File: src/sv/mt32_pkg.sv
`timescale 1ns / 1ps
// ----------------------------------------------------------------------------
// mt32_pkg
// Shared types, constants and word functions of the 32-bit Mersenne twister.
// ----------------------------------------------------------------------------
package mt32_pkg;

  localparam int STATE_WORDS  = 624;
  localparam int TWIST_OFFSET = 397;
  localparam int ADDR_W       = $clog2(STATE_WORDS);

  typedef logic [ADDR_W-1:0] addr_t;
  typedef logic [31:0]       word_t;

  // Operation codes of an input transfer.
  typedef enum logic [0:0] {
    OP_DRAW   = 1'b0,
    OP_RESEED = 1'b1
  } op_t;

  localparam addr_t LAST_ADDR    = addr_t'(STATE_WORDS - 1);
  localparam word_t DEFAULT_SEED = 32'd5489;
  localparam word_t INIT_MULT    = 32'h6c078965;
  localparam word_t TWIST_MATRIX = 32'h9908b0df;
  localparam word_t UPPER_MASK   = 32'h80000000;
  localparam word_t LOWER_MASK   = 32'h7fffffff;
  localparam word_t TEMPER_B     = 32'h9d2c5680;
  localparam word_t TEMPER_C     = 32'hefc60000;

  // One write into the state memory.
  typedef struct packed {
    logic  en;
    addr_t addr;
    word_t data;
  } mem_wr_t;

  // Adds an offset below the table size and wraps around the table.
  function automatic addr_t addr_add(addr_t base, addr_t offs);
    logic [ADDR_W:0] sum;
    sum = {1'b0, base} + {1'b0, offs};
    if (sum >= (ADDR_W+1)'(STATE_WORDS)) begin
      sum = sum - (ADDR_W+1)'(STATE_WORDS);
    end
    return sum[ADDR_W-1:0];
  endfunction

  // New value of one state word from the word, its successor and the far word.
  function automatic word_t twist_word(word_t cur, word_t nxt, word_t far);
    word_t y;
    word_t v;
    y = (cur & UPPER_MASK) | (nxt & LOWER_MASK);
    v = far ^ (y >> 1);
    if (y[0]) begin
      v = v ^ TWIST_MATRIX;
    end
    return v;
  endfunction

  function automatic word_t temper(word_t w);
    word_t y;
    y = w;
    y = y ^ (y >> 11);
    y = y ^ ((y << 7) & TEMPER_B);
    y = y ^ ((y << 15) & TEMPER_C);
    y = y ^ (y >> 18);
    return y;
  endfunction

endpackage

File: src/sv/mt32_seed.sv
`timescale 1ns / 1ps
// ----------------------------------------------------------------------------
// mt32_seed
// Seeding sequencer: writes one word of the initialization recurrence per cycle.
// ----------------------------------------------------------------------------
module mt32_seed (
  input  logic              clk,
  input  logic              rst_n,
  input  logic              start,
  input  mt32_pkg::word_t   start_seed,
  output logic              busy,
  output mt32_pkg::mem_wr_t wr
);

  logic            busy_r;
  logic            busy_nxt;
  mt32_pkg::addr_t cnt_r;
  mt32_pkg::addr_t cnt_nxt;
  mt32_pkg::word_t prev_r;
  mt32_pkg::word_t prev_nxt;
  mt32_pkg::word_t mix;
  mt32_pkg::word_t prod;
  mt32_pkg::word_t word;

  assign mix  = prev_r ^ (prev_r >> 30);
  assign prod = mt32_pkg::INIT_MULT * mix;
  // The first word is the seed itself.
  assign word = (cnt_r == '0) ? prev_r
                              : prod + {{(32-mt32_pkg::ADDR_W){1'b0}}, cnt_r};

  always_comb begin
    busy_nxt = busy_r;
    cnt_nxt  = cnt_r;
    prev_nxt = prev_r;
    if (start) begin
      busy_nxt = 1'b1;
      cnt_nxt  = '0;
      prev_nxt = start_seed;
    end else if (busy_r) begin
      prev_nxt = word;
      cnt_nxt  = cnt_r + 1'b1;
      if (cnt_r == mt32_pkg::LAST_ADDR) begin
        busy_nxt = 1'b0;
        cnt_nxt  = '0;
      end
    end
  end

  always_ff @(posedge clk) begin
    if (!rst_n) begin
      busy_r <= 1'b1;
      cnt_r  <= '0;
      prev_r <= mt32_pkg::DEFAULT_SEED;
    end else begin
      busy_r <= busy_nxt;
      cnt_r  <= cnt_nxt;
      prev_r <= prev_nxt;
    end
  end

  assign busy    = busy_r;
  assign wr.en   = busy_r;
  assign wr.addr = cnt_r;
  assign wr.data = word;

endmodule
File: config.mk
export PLATFORM = sky130hd
export DESIGN_NAME = mt32_seed
export DESIGN_NICKNAME = d
export VERILOG_FILES = /design/src/sv/mt32_pkg.sv /design/src/sv/mt32_seed.sv
export SDC_FILE = /design/constraint.sdc
export NUM_CORES = 1
export LEC_CHECK = 0
export BUFFER_PORTS_ARGS = -buffer_cell sky130_fd_sc_hd__buf_4
export CELL_PAD_IN_SITES_DETAIL_PLACEMENT = 1
export CELL_PAD_IN_SITES_GLOBAL_PLACEMENT = 1
export CORE_UTILIZATION = 40
export CTS_BUF_LIST = sky130_fd_sc_hd__clkbuf_2
export CTS_CLUSTER_SIZE = 8
export DETAILED_ROUTE_END_ITERATION = 10
export HOLD_SLACK_MARGIN = 0.1
export PLACE_DENSITY_LB_ADDON = 0.08
export SYNTH_ARGS = -nofsm -noshare
export SYNTH_HDL_FRONTEND = slang
export SYNTH_SLANG_ARGS = --single-unit
File: constraint.sdc
create_clock -name clk -period 7.8 [get_ports clk]
set_input_delay 0.39 -clock clk [delete_from_list [all_inputs] [get_ports clk]]
set_output_delay 0.39 -clock clk [all_outputs]
set_load 0.005 [all_outputs]
Word level (Yosys, flattened, before mapping)
Index checks and enable logic that the tools add are counted.
Widths: inputs -> output; s select.
- register bits after elaboration: 43
- latch bits: 0
- RAM bits: 0
- bits in read-only memories: 0
- bits of input ports: 35
- output and inout bits: 44
- word-level logic and storage cells: 18
- memories kept: 0
- add/sub/neg operators: 2
- multiply operators: 1
- div/mod/pow operators: 0
- magnitude comparators: 0
- equal/unequal tests: 1
- shifts and indexed selects: 0
- muxes and demuxes: 6
- bitwise operators: 2
- reduce and logical (&&, ||, !) cells: 3
- operators with widths (kind ; count):
    $mux 32 ; 3
    $add 32x10->32 ; 1
    $mul 31x32->32 const A ; 1
    $xor 32x2->32 ; 1
    $add 10x1->10 const B ; 1
    $eq 10x10->1 const B ; 1
    $logic_not 10->1 ; 1
    $mux 10 ; 1
    $mux 1 ; 2
    $reduce_bool 2->1 ; 1
    $reduce_or 2->1 ; 1
    $not 1->1 ; 1

Longest topological paths before layout
- word-level depth: 6
- depth in mapped cells: 24
- depth with buffers taken out: 24

Worst setup path after synthesis
No wires, ideal clock.
- path type: reg-to-output
- start point: reg prev_r[31]
- end point: out wr[28] (netlist name)
- arrival: 6.345 ns
- data required time: 7.410 ns
- setup slack: 1.065 ns
- stages on the path, launching flop included: 25
- buffers on the path: 0
- path through: dfxtp_1 xor2_1 xor2_1 ha_1 or2_2 ha_1 inv_1 fa_1 inv_1 ha_1 ha_1 fa_1 fa_1 inv_1 fa_1 inv_1 ha_1 a21o_1 a21boi_1 o211ai_1 and3_1 o31a_1 or4b_1 o2111ai_2 mux2_1
- RTL lines (element ; line ; RTL):
    start: declaration ; mt32_seed.sv:19 ; mt32_pkg::word_t prev_r;
    start signal: assignment ; mt32_seed.sv:53 ; prev_r <= mt32_pkg::DEFAULT_SEED;
    start signal: assignment ; mt32_seed.sv:57 ; prev_r <= prev_nxt;
    end: declaration ; mt32_seed.sv:12 ; output mt32_pkg::mem_wr_t wr

==> PnR_summary.wiki <==
{| class="wikitable"
! Metric !! Value
|-
| Antenna violations before repair || 0
|-
| Unrepaired setup endpoints after global routing || true
|-
| Type of the most critical hold path || input pin to register
|-
| Average footprint of a synthesized cell || 9.119 µm²
|-
| FF-to-FF setup slack || 1.19 ns
|-
| Max-capacitance violation count || 0
|-
| Outcome || completed
|-
| Routed Wire Length || 35140 µm
|-
| Maximum number of pins on one net before global-route repair || 44
|-
| Count of inserted antenna diode cells || 0
|-
| TritonCTS clock tree || done
|-
| Worst path arrival time || 7.18 ns
|-
| Fraction of registers with async set or reset after synthesis || 0%
|-
| Grt total ovfl || 0
|-
| Total half-perimeter wirelength after legalization and detailed placement || 29750 µm
|-
| Post-route DRC || 0
|-
| Maximum net fanout on the critical path || 7
|-
| Dominant register cell in the synthesized netlist || dfxtp_1
|-
| Post-synthesis cell type count || 65
|-
| Port Buf Inserts || 78
|-
| Warnings, synthesis || 0
|-
| Clock transition time at the flip-flop clock pins of the worst setup and hold paths || 0.32 ns
|-
| Post-Place Cells || 1591
|-
| Post-placement worst setup slack || 0.6257 ns
|-
| Worst-margin pin slew || 0.8596 ns
|-
| Initial Utilization || 41.09%
|-
| Tcrit/Tclk final || 97.07%
|-
| Number of endpoints with negative hold slack in the final report || 0
|-
| Chip Height || 166.1 µm
|-
| Syn Nets || 1608
|-
| Count of nets left with antenna violations after detail routing || 0
|-
| Fin Hold WS || 0.1271 ns
|-
| Post-synth EDFFs || 0
|-
| Rel. slew slack || 42.63%
|-
| Total number of nets in the final design || 1706
|-
| Layout cells sized above 1 || 11.64%
|-
| Required time of the critical path || 7.41 ns
|-
| Cell row count || 59
|-
| Standard cell core area || 0.02621 mm²
|-
| Vias in the first global route || 9660
|-
| Avg Vias per Cell || 5.334
|-
| Die area || 0.02758 mm²
|-
| Endpoints failing setup || 0
|-
| Number of pins exceeding their max-slew limit in the final report || 0
|-
| Count of non-filler cells in the finished layout || 1615
|-
| Iteration-0 DRC Markers || 351
|-
| Sinks on the clock net || 43
|-
| First-pass GRT wire length || 55830 µm
|-
| Placer congestion estimate || 0.9088
|-
| Category of the critical setup timing path || register to output port
|-
| Total negative slack for setup checks || 0 ns
|-
| Wire length per cell || 21.76 µm
|-
| Netlist area before placement || 0.01077 mm²
|-
| Sequential fraction of the synthesis area || 7.993%
|-
| Achievable frequency || 0.1321 GHz
|-
| Vias after detailed routing || 8615
|-
| Count of pins on the block boundary || 79
|-
| Drt pass-1 iters || 5
|-
| Synth Register Bits || 43
|-
| Global Route Usage Sum || 26.88%
|-
| PnR worst setup slack || 0.2288 ns
|-
| Overall die width || 166.1 µm
|-
| CTS Buf Count || 5
|-
| Cell chosen for the clock root || clkbuf_2
|-
| Setup skew after layout || 0.03357 ns
|-
| Post-synthesis instance total || 1181
|-
| Clock latency on the worst-skew pair || 0.52 ns
|-
| Kind of launch point of the worst setup path || register
|-
| Maximum number of buffers from clock root to sink || 2
|-
| Final Critical Period || 7.571 ns
|-
| Type of destination of the critical path || output port
|-
| H-tree depth reported by CTS || 2
|-
| Area overhead of the layout relative to synthesis || 12.99%
|}
## path summary, 6_finish.rpt
check	depth (start not counted)	end	start
setup / recovery	25	wr[31]	prev_r[1]$_SDFFE_PN0P_
hold / removal	2	prev_r[10]$_SDFFE_PN1P_	start_seed[10]
hold reg to reg	2	cnt_r[9]$_SDFFE_PP0P_	cnt_r[9]$_SDFFE_PP0P_
setup reg to reg	24	prev_r[25]$_SDFFE_PN0P_	prev_r[1]$_SDFFE_PN0P_
## cell type report
class | count | area, µm²
inverter | 270 | 1013
multi-input combinational | 837 | 8828
clock buffer | 5 | 25.02
fill | 3024 | 14040
clock inverter | 3 | 46.29
sequential | 43 | 882.1
tap | 335 | 419.2
timing repair buffer | 122 | 953.4
## metrics by stage
step	instance area, µm²	util (%)
detailed placement	11860	45.26
finish	12170	46.43
floorplan	10770	-
global placement	11860	45.26
CTS	12100	46.17
global route	12170	46.43
## logic make-up (layout without fill, tap and decap cells)
group,Yosys count,in the layout,share of synthesized area (%)
buf+inv,301,400,10.55
compound gates,184,184,11.47
xor+xnor,52,52,4.229
mux,12,12,1.150
flops,43,43,7.994
fa+ha+maj,392,392,56.21
simple gates,197,197,8.400
## critical path, stage by stage, from the launching register on
cell and delay (ns):
dfxtp_2 0.43, xor2_4 0.20, xor2_2 0.22, ha_1 0.20, or2_2 0.29, ha_1 0.27, inv_1 0.05, fa_1 0.47
inv_1 0.05, ha_1 0.18, fa_1 0.47, fa_1 0.51, fa_1 0.51, inv_1 0.06, fa_1 0.49, inv_1 0.05
ha_2 0.39, o21ai_0 0.09, o21ai_0 0.22, nand2b_1 0.09, a21oi_1 0.39, o41ai_4 0.18, o21ai_1 0.38, xnor2_1 0.10
o21ai_0 0.21, buf_4 0.15
## placed cells by master (no fill, tap or decap), types with 13 or more instances in the layout
cell type,count
xnor2_1,38
nand2_1,78
nor2_1,46
fa_1,153
ha_1,238
inv_1,269
a21oi_1,51
and3_1,15
dfxtp_1,32
buf_4,107
o211ai_1,13
nand3_1,17
o21ai_0,44
dlygate4sd3_1,15
## Yosys cell counts (15+ instances only)
library cell	n	area [µm²]
inv_1	269	1010
ha_1	239	2990
fa_1	153	3063
nand2_1	78	292.8
a21oi_1	51	255.2
nor2_1	47	176.4
o21ai_0	44	220.2
dfxtp_1	43	860.8
xnor2_1	38	332.8
clkbuf_1	26	97.59
nand3_1	17	85.08
and3_1	15	93.84
## state kept, by name (all words and copies together), names as in the netlist
register  count
busy          1
prev_r       32
cnt_r        10
## timing repair
item,4_1_cts,5_1_grt
hold buffers,15,0
endpoints found under the setup margin,1,9
pin swaps,0,2
setup buffers,0,1
gates resized for setup,2,20
endpoints found under the hold margin,15,0
## layer usage
metal,share of wire [%],vias to the layer above,global-route usage (%)
met5,0,-,0
met4,2.3,0,5.770
met3,3.5,31,2.169
met2,48,165,47.02
met1,46,4372,36.14
li1,-,4047,-
Power is not shown: default switching activity piles up to over one toggle a cycle in this logic, so the estimate is an artifact.
